<file path="config.mk">
export PLATFORM = sky130hd
export DESIGN_NAME = sender_window_ack_tracker_core
export DESIGN_NICKNAME = d
export VERILOG_FILES = /design/src/hw/rtl/swat_pkg.sv /design/src/hw/rtl/sender_window_ack_tracker_core.sv /design/src/hw/rtl/swat_classify.sv /design/src/hw/rtl/swat_scan.sv
export SDC_FILE = /design/constraint.sdc
export NUM_CORES = 1
export LEC_CHECK = 0
export BUFFER_PORTS_ARGS = -buffer_cell sky130_fd_sc_hd__buf_2
export CORE_MARGIN = 8
export CORE_UTILIZATION = 36
export CTS_CLUSTER_DIAMETER = 60
export DETAILED_ROUTE_END_ITERATION = 8
export SKIP_LAST_GASP = 1
export SLEW_MARGIN = 20
export SYNTH_ARGS = -nofsm -noshare
export SYNTH_HDL_FRONTEND = slang
export SYNTH_HIERARCHICAL = 1
export SYNTH_SLANG_ARGS = --single-unit
</file>
<file path="constraint.sdc">
create_clock -name aclk -period 14.3 [get_ports aclk]
set_input_delay 1.43 -clock aclk [delete_from_list [all_inputs] [get_ports aclk]]
set_output_delay 1.43 -clock aclk [all_outputs]
set_load 0.1 [all_outputs]
</file>
<file path="src/hw/rtl/swat_pkg.sv">
// shared constants and types for the sender window acknowledgement tracker
`timescale 1ns / 1ps

package swat_pkg;

    localparam int WINDOW     = 16;
    localparam int RING_SLOTS = 2 * WINDOW;
    localparam int SLOT_W     = (RING_SLOTS > 1) ? $clog2(RING_SLOTS) : 1;
    localparam int CNT_W      = $clog2(RING_SLOTS + 1);
    localparam int SHOW_BITS  = (RING_SLOTS < 32) ? RING_SLOTS : 32;
    localparam int ADV_W      = 5;

    localparam logic [1:0] STAT_ACCEPTED  = 2'd0;
    localparam logic [1:0] STAT_STALE     = 2'd1;
    localparam logic [1:0] STAT_DUPLICATE = 2'd2;
    localparam logic [1:0] STAT_BEYOND    = 2'd3;

    typedef struct packed {
        logic              mark;
        logic [SLOT_W-1:0] slot;
    } scan_ctrl_t;

    typedef struct packed {
        logic                  busy;
        logic                  done;
        logic [31:0]           base;
        logic [SLOT_W-1:0]     base_slot;
        logic [RING_SLOTS-1:0] bitmap;
        logic [CNT_W-1:0]      count;
    } scan_stat_t;

endpackage

</file>
<file path="src/hw/rtl/sender_window_ack_tracker_core.sv">
// top level of the sender window acknowledgement tracker
`timescale 1ns / 1ps

// Sender side of a selective-repeat window. Each input beat carries one
// acknowledged frame number; each one yields exactly one result beat with the
// status in m_tuser, transfer done on m_tlast, and the new base, advance count
// and ring bitmap in m_tdata. A rejected acknowledgement (stale, duplicate or
// beyond the window) goes from the idle state to the emit state and is loaded
// into the result register from there once that register is free, after which
// the next input beat can be taken in the idle state; an accepted one first
// passes through the scan state, where the advance engine inspects and clears
// one ring slot per cycle and moves the base by at most the window size, 16
// frames. A result beat that waits on m_tready holds the next one back until
// the output register is free. One acknowledgement is in work at a time; the
// next one is taken while the result beat still waits on the output.
// total_frames sits at byte address 0 of the configuration port.

module sender_window_ack_tracker_core (
    input  logic        aclk,
    input  logic        aresetn,
    // configuration port
    input  logic        psel,
    input  logic        penable,
    input  logic        pwrite,
    input  logic [2:0]  paddr,
    input  logic [31:0] pwdata,
    output logic [31:0] prdata,
    output logic        pready,
    // input beats
    input  logic        s_tvalid,
    output logic        s_tready,
    input  logic [31:0] s_tdata,   // [31:0] ack_frame
    // result beats
    output logic        m_tvalid,
    input  logic        m_tready,
    output logic [71:0] m_tdata,   // [31:0] base_after, [36:32] advance_count,
                                   // [68:37] ack_bitmap, [71:69] zero
    output logic [1:0]  m_tuser,   // [1:0] status
    output logic        m_tlast    // transfer_done
);
    import swat_pkg::*;

    localparam logic [1:0] S_IDLE = 2'd0;
    localparam logic [1:0] S_SCAN = 2'd1;
    localparam logic [1:0] S_EMIT = 2'd2;

    logic [1:0]        state_reg, state_next;
    logic [31:0]       total_reg;
    logic [1:0]        stat_reg, stat_next;
    logic [1:0]        cls_status;
    logic [SLOT_W-1:0] cls_slot;
    scan_ctrl_t        ctrl;
    scan_stat_t        stat;
    logic              in_beat;
    logic              out_free;
    logic              load_out;
    logic [31:0]       show_bitmap;
    logic [ADV_W-1:0]  adv;

    logic              m_valid_reg;
    logic [1:0]        m_status_reg;
    logic [31:0]       m_base_reg;
    logic [ADV_W-1:0]  m_adv_reg;
    logic [31:0]       m_bitmap_reg;
    logic              m_done_reg;

    // configuration
    assign pready = 1'b1;
    assign prdata = (paddr[2] == 1'b0) ? total_reg : 32'd0;

    always_ff @(posedge aclk) begin
        if (!aresetn) begin
            total_reg <= '0;
        end else if (psel && penable && pwrite && paddr[2] == 1'b0) begin
            total_reg <= pwdata;
        end
    end

    swat_classify u_classify (
        .frame     (s_tdata),
        .base      (stat.base),
        .base_slot (stat.base_slot),
        .bitmap    (stat.bitmap),
        .status    (cls_status),
        .slot      (cls_slot)
    );

    swat_scan u_scan (
        .aclk    (aclk),
        .aresetn (aresetn),
        .ctrl    (ctrl),
        .stat    (stat)
    );

    assign s_tready  = (state_reg == S_IDLE);
    assign in_beat   = s_tvalid && s_tready;
    assign ctrl.mark = in_beat && (cls_status == STAT_ACCEPTED);
    assign ctrl.slot = cls_slot;
    assign out_free  = !m_valid_reg || m_tready;
    assign load_out  = (state_reg == S_EMIT) && out_free;

    always_comb begin
        state_next = state_reg;
        stat_next  = stat_reg;
        unique case (state_reg)
            S_IDLE: begin
                if (in_beat) begin
                    stat_next  = cls_status;
                    state_next = (cls_status == STAT_ACCEPTED) ? S_SCAN : S_EMIT;
                end
            end
            S_SCAN: begin
                if (stat.done) begin
                    state_next = S_EMIT;
                end
            end
            S_EMIT: begin
                if (out_free) begin
                    state_next = S_IDLE;
                end
            end
            default: begin
                state_next = S_IDLE;
            end
        endcase
    end

    always_ff @(posedge aclk) begin
        if (!aresetn) begin
            state_reg <= S_IDLE;
            stat_reg  <= STAT_ACCEPTED;
        end else begin
            state_reg <= state_next;
            stat_reg  <= stat_next;
        end
    end

    always_comb begin
        show_bitmap = '0;
        for (int i = 0; i < SHOW_BITS; i++) begin
            show_bitmap[i] = stat.bitmap[i];
        end
    end

    always_comb begin
        if (stat_reg != STAT_ACCEPTED) begin
            adv = '0;
        end else if (32'(stat.count) > 32'd31) begin
            adv = ADV_W'(31);
        end else begin
            adv = ADV_W'(stat.count);
        end
    end

    // result register
    always_ff @(posedge aclk) begin
        if (!aresetn) begin
            m_valid_reg <= 1'b0;
        end else if (load_out) begin
            m_valid_reg <= 1'b1;
        end else if (m_tready) begin
            m_valid_reg <= 1'b0;
        end
    end

    always_ff @(posedge aclk) begin
        if (load_out) begin
            m_status_reg <= stat_reg;
            m_base_reg   <= stat.base;
            m_adv_reg    <= adv;
            m_bitmap_reg <= show_bitmap;
            m_done_reg   <= (stat.base == total_reg);
        end
    end

    assign m_tvalid = m_valid_reg;
    assign m_tdata  = {3'b000, m_bitmap_reg, m_adv_reg, m_base_reg};
    assign m_tuser  = m_status_reg;
    assign m_tlast  = m_done_reg;

`ifndef SYNTHESIS
    a_adv_bound: assert property (@(posedge aclk) disable iff (!aresetn)
        m_valid_reg |-> (32'(m_adv_reg) <= 32'(WINDOW)))
        else $error("advance count beyond window");

    a_reject_no_adv: assert property (@(posedge aclk) disable iff (!aresetn)
        (m_valid_reg && m_status_reg != STAT_ACCEPTED) |-> (m_adv_reg == '0))
        else $error("rejected beat reports an advance");

    a_scan_only_after_mark: assert property (@(posedge aclk) disable iff (!aresetn)
        (state_reg == S_IDLE) |-> !stat.busy)
        else $error("advance engine busy while idle");

    a_mark_starts_scan: assert property (@(posedge aclk) disable iff (!aresetn)
        ctrl.mark |=> (state_reg == S_SCAN && stat.busy))
        else $error("accepted beat did not start a scan");
`endif

endmodule

</file>
<file path="src/hw/rtl/swat_classify.sv">
// classifies an acknowledged frame against the window and finds its ring slot
`timescale 1ns / 1ps

module swat_classify (
    input  logic [31:0]                     frame,
    input  logic [31:0]                     base,
    input  logic [swat_pkg::SLOT_W-1:0]     base_slot,
    input  logic [swat_pkg::RING_SLOTS-1:0] bitmap,
    output logic [1:0]                      status,
    output logic [swat_pkg::SLOT_W-1:0]     slot
);
    import swat_pkg::*;

    logic [32:0]     diff;
    logic            stale;
    logic            beyond;
    logic [SLOT_W:0] slot_sum;

    assign diff     = {1'b0, frame} - {1'b0, base};
    assign stale    = diff[32];
    assign beyond   = diff[31:0] >= 32'(WINDOW);
    assign slot_sum = {1'b0, base_slot} + {1'b0, diff[SLOT_W-1:0]};

    always_comb begin
        if (slot_sum >= (SLOT_W + 1)'(RING_SLOTS)) begin
            slot = SLOT_W'(slot_sum - (SLOT_W + 1)'(RING_SLOTS));
        end else begin
            slot = slot_sum[SLOT_W-1:0];
        end
    end

    always_comb begin
        priority if (stale) begin
            status = STAT_STALE;
        end else if (beyond) begin
            status = STAT_BEYOND;
        end else if (bitmap[slot]) begin
            status = STAT_DUPLICATE;
        end else begin
            status = STAT_ACCEPTED;
        end
    end

endmodule

</file>
<file path="src/hw/rtl/swat_scan.sv">
// window state and the serial base advance engine, one ring slot per cycle
`timescale 1ns / 1ps

module swat_scan (
    input  logic                 aclk,
    input  logic                 aresetn,
    input  swat_pkg::scan_ctrl_t ctrl,
    output swat_pkg::scan_stat_t stat
);
    import swat_pkg::*;

    logic [31:0]           base_reg, base_next;
    logic [SLOT_W-1:0]     slot_reg, slot_next;
    logic [RING_SLOTS-1:0] bitmap_reg, bitmap_next;
    logic [CNT_W-1:0]      count_reg, count_next;
    logic                  busy_reg, busy_next;
    logic                  step;

    assign step = busy_reg && bitmap_reg[slot_reg] && (count_reg != CNT_W'(RING_SLOTS));

    always_comb begin
        base_next   = base_reg;
        slot_next   = slot_reg;
        bitmap_next = bitmap_reg;
        count_next  = count_reg;
        busy_next   = busy_reg;
        if (ctrl.mark) begin
            bitmap_next[ctrl.slot] = 1'b1;
            count_next             = '0;
            busy_next              = 1'b1;
        end else if (step) begin
            bitmap_next[slot_reg] = 1'b0;
            base_next             = base_reg + 32'd1;
            count_next            = count_reg + CNT_W'(1);
            if (base_reg == 32'hFFFF_FFFF || slot_reg == SLOT_W'(RING_SLOTS - 1)) begin
                slot_next = '0;
            end else begin
                slot_next = slot_reg + SLOT_W'(1);
            end
        end else if (busy_reg) begin
            busy_next = 1'b0;
        end
    end

    always_ff @(posedge aclk) begin
        if (!aresetn) begin
            base_reg   <= '0;
            slot_reg   <= '0;
            bitmap_reg <= '0;
            count_reg  <= '0;
            busy_reg   <= 1'b0;
        end else begin
            base_reg   <= base_next;
            slot_reg   <= slot_next;
            bitmap_reg <= bitmap_next;
            count_reg  <= count_next;
            busy_reg   <= busy_next;
        end
    end

    assign stat.busy      = busy_reg;
    assign stat.done      = busy_reg && !step;
    assign stat.base      = base_reg;
    assign stat.base_slot = slot_reg;
    assign stat.bitmap    = bitmap_reg;
    assign stat.count     = count_reg;

endmodule
</file>
* After elaboration in Yosys (flattened, before gate mapping) *
Cells that the tools add are included.

operators by class
  add/sub/neg operators = 6
  magnitude comparators = 7
  equal/unequal tests = 10
  multiplexer cells = 26
  bitwise operators = 6
  reduce and logical (&&, ||, !) cells = 24

operator list
  operator               number
  $mux 32                3
  $sub 32x32->33         1
  $add 32x1->32 const B  1
  $and 32x32->32         1
  $eq 32x32->1           1
  $eq 32x32->1 const B   1
  $ge 32x5->1 const B    1
  $not 32->32            1
  $or 32x32->32          1
  $mux 5                 3
  $mux 2                 7
  $lt 5x6->1 const B     2
  $logic_and 1x1->1      11
  $bmux 1 s5             2
  $demux 1 s5            2
  $ge 5x1->1 const B     2
  $mux 1                 8
  $add 5x5->6            1
  $add 6x1->6 const B    1
  $ge 6x6->1 const B     1
  $gt 6x5->1 const B     1
  $ne 2x2->1 const B     3
  $ne 6x6->1 const B     1
  $pmux 2 s3             1
  other kinds (14)       22

word-level totals
  register bits after elaboration = 185
  output and inout bits = 110

* Logic depth before layout (Yosys ltp) *
  depth after elaboration = 13
  mapped depth = 21
  depth with buffers taken out = 19

* Hierarchy *
Netlist, hierarchy kept.

by module, submodules not included
  module                          times used  cells an instance  area each (um2)  seq. area each (um2)
  sender_window_ack_tracker_core  1           329                4,352.9          2,902.8
  swat_scan                       1           499                4,103.9          1,521.5
  swat_classify                   1           365                2,587.5          0.0

* Least setup slack after synthesis *
OpenSTA, ideal clock, no wires.

  path type = in2reg
  from = input s_tdata[0]
  to = register u_scan.bitmap_reg[16]
  library setup time = 0.074 ns
  arrival = 5.433 ns
  required time = 14.226 ns
  path slack = 8.793 ns
  cell stages on the path = 16
  buffers on the path = 3
  cell sequence = inv_1 ha_1 fa_1 fa_1 clkbuf_1 mux4_2 mux4_2 mux2i_1 a41oi_1 nor3_1 clkbuf_1 or3b_2 clkbuf_1 nor2_1 o21ai_0 a31oi_1

RTL lines
  what                    RTL line                              RTL
  start: declaration      sender_window_ack_tracker_core.sv:32  input logic [31:0] s_tdata,
  end signal: assignment  swat_scan.sv:55                       bitmap_reg <= bitmap_next;
  end: declaration        swat_scan.sv:14                       logic [RING_SLOTS-1:0] bitmap_reg, bitmap_next;

==> impl_metrics.ini <==
[floorplan]
start_util = 0.363
io_pins = 184
rows = 64
fp.dieH_um = 191
core_area_um2 = 30400
dieArea_um2 = 36500
die_w_um = 191

[layout]
fin_nets = 1451
fill_cells = 3055
stdcell_count = 1740
synthToLayoutAreaGrowth_pct = 15.3
diodes = 0
stdcell_area_um2 = 12700
drive_above_1_share = 0.208

[yosys]
synth_area_um2 = 11000
syn_area_per_cell_um2 = 9.26
synthCells = 1192
yosysWarnings = 6

[sta]
worst_pin_slew_ns = 1.04
max_freq_ghz = 0.154
holdWs_ns = 0.483
final.setup.tns_ns = 0
slew_headroom = 0.301
min_period_over_period = 0.454
final-setup-viol-count = 0
min_period_ns = 6.50
maxSlewViolCount = 0
skew_ns = 0.0185
rsz0062_at_grt = false
hold_viol = 0

[status]
outcome = completed

[routing]
first_iter_violations = 874
ant_nets = 0
viasPerCell = 5.64
wirelength_mm = 35.0
drc = 0
vias = 9822
first_pass_iters = 5
wl_per_cell_um = 20.1

[clock_tree]
clkTransAtPathRegs_ns = 0.08
cts.sinks = 185
root_buffer = clkbuf_16
clockBufferDepth = 2
htreeDepth = 4
ctsResizeCount = 0
postCtsSetupBuffers = 0
cts_buffers = 17
postCtsHoldBufs = 0
cts_tree = done
clk_latency_ns = 0.45

[placement]
port_buffers = 177
dpl.cell_count = 1708
place_hpwl_mm = 25.4
post_dp_cell_area_um2 = 12100
gp_congestion = 0.947

[global_routing]
grt_max_degree = 80
grt_pass1_vias = 9322
grt_overflow = 0
antenna_found_initial = 0
grt_usage = 0.187
grt_first_pass_wirelength_mm = 53.8

[worst_setup_path]
critical_path_class = input pin to flip-flop
worstSetupStartpointType = input pin
crit_buf_inv = 4
slowest_delay_ns = 0.84
crit_path_max_fanout = 52
cp_top_family = compound AO/OA/AOI/OAI gates
cp-end-kind = flip-flop
crit_slowest_cell = xnor2_1
path_cells = buf_2 -> inv_1 -> ha_1 -> fa_1 -> fa_1 -> inv_1 -> a21o_1 -> a21oi_1 -> xnor2_1 -> xnor2_1 -> mux2i_1 -> a41oi_1 -> nor3_1 -> buf_4 -> nand2b_1 -> a31o_2 -> or4_1 -> a21oi_1
critPathRequiredTime_ns = 14.67
crit_arrival_ns = 6.87

[worst_hold_path]
hp-class = flip-flop to flip-flop

[power]
ir_worst_vdd_v = 0.0000729
p_leak_uw = 0.00479
cellPowerDensity_nw_per_um2 = 96.7

[job]
maxCapViolCount = 0
[worst reg2reg max path, cell delays in order, from the launching register on]
cell and delay, ns:
dfxtp_1 0.58, ha_1 0.27, fa_1 0.46, fa_1 0.45, inv_1 0.07, a21o_1 0.11, a21oi_1 0.08, xnor2_1 0.14
xnor2_1 0.84, mux2i_1 0.32, a41oi_1 0.68, nor3_1 0.11, buf_4 0.21, nand2b_1 0.19, a31o_2 0.55, or4_1 0.65
a21oi_1 0.17
[through the flow]
stage,util,power [uW],worst slack [ns]
after global placement,0.398,758,7.53
after CTS,0.418,1240,7.91
final,0.418,1230,7.80
after floorplan,-,717,8.79
after global routing,0.418,1270,7.53
after detailed placement,0.398,758,7.46
[routing by layer]
| layer | vias to the layer above | GRT usage | wire, um |
|---|---|---|---|
| met5 | - | 0 | 0 |
| met1 | 4770 | 0.265 | 16700 |
| li1 | 4655 | - | - |
| met4 | 0 | 0.0610 | 765 |
| met2 | 354 | 0.285 | 15600 |
| met3 | 43 | 0.0299 | 1960 |
[placed cells by master, fill, tap and decap left out, types with 30 or more instances in the layout]
cell,n
a31oi_1,30
buf_2,177
nor2b_1,41
nor2_1,69
nand2_1,117
inv_1,57
nand3_1,34
xor2_1,37
ha_1,44
a21oi_1,72
edfxtp_1,72
o21ai_0,46
dfxtp_1,113
[worst paths after layout]
| path | end | slack, ns | depth (start not counted) | from |
|---|---|---|---|---|
| worst min-delay path | m_tuser[0] | 0.48 | 0 | stat_reg[0] |
| worst max-delay path | u_scan/base_reg[27] | 7.80 | 18 | s_tdata[0] |
| worst min register to register | m_tuser[0] | 0.48 | 0 | stat_reg[0] |
| worst max register to register | u_scan/base_reg[27] | 8.35 | 16 | u_scan/base_reg[0] |
[cell type report]
| type | count | area, um2 | share of cell area |
|---|---|---|---|
| Multi-Input combinational cell | 885 | 6050 | 0.475 |
| Sequential cell | 185 | 4420 | 0.348 |
| Timing Repair Buffer | 185 | 946 | 0.0744 |
| Tap cell | 396 | 495 | 0.0389 |
| Clock buffer | 17 | 425 | 0.0334 |
| Inverter | 57 | 214 | 0.0168 |
| Clock inverter | 15 | 171 | 0.0135 |
[power by group]
part | switching [uW] | leakage (uW) | internal (uW)
Sequential | 5.05 | 0.00161 | 556
Combinational | 137 | 0.00289 | 47.7
Clock | 234 | 0.000291 | 251
Total | 376 | 0.00479 | 855
Note: power is estimated with default switching activity, not from simulation.
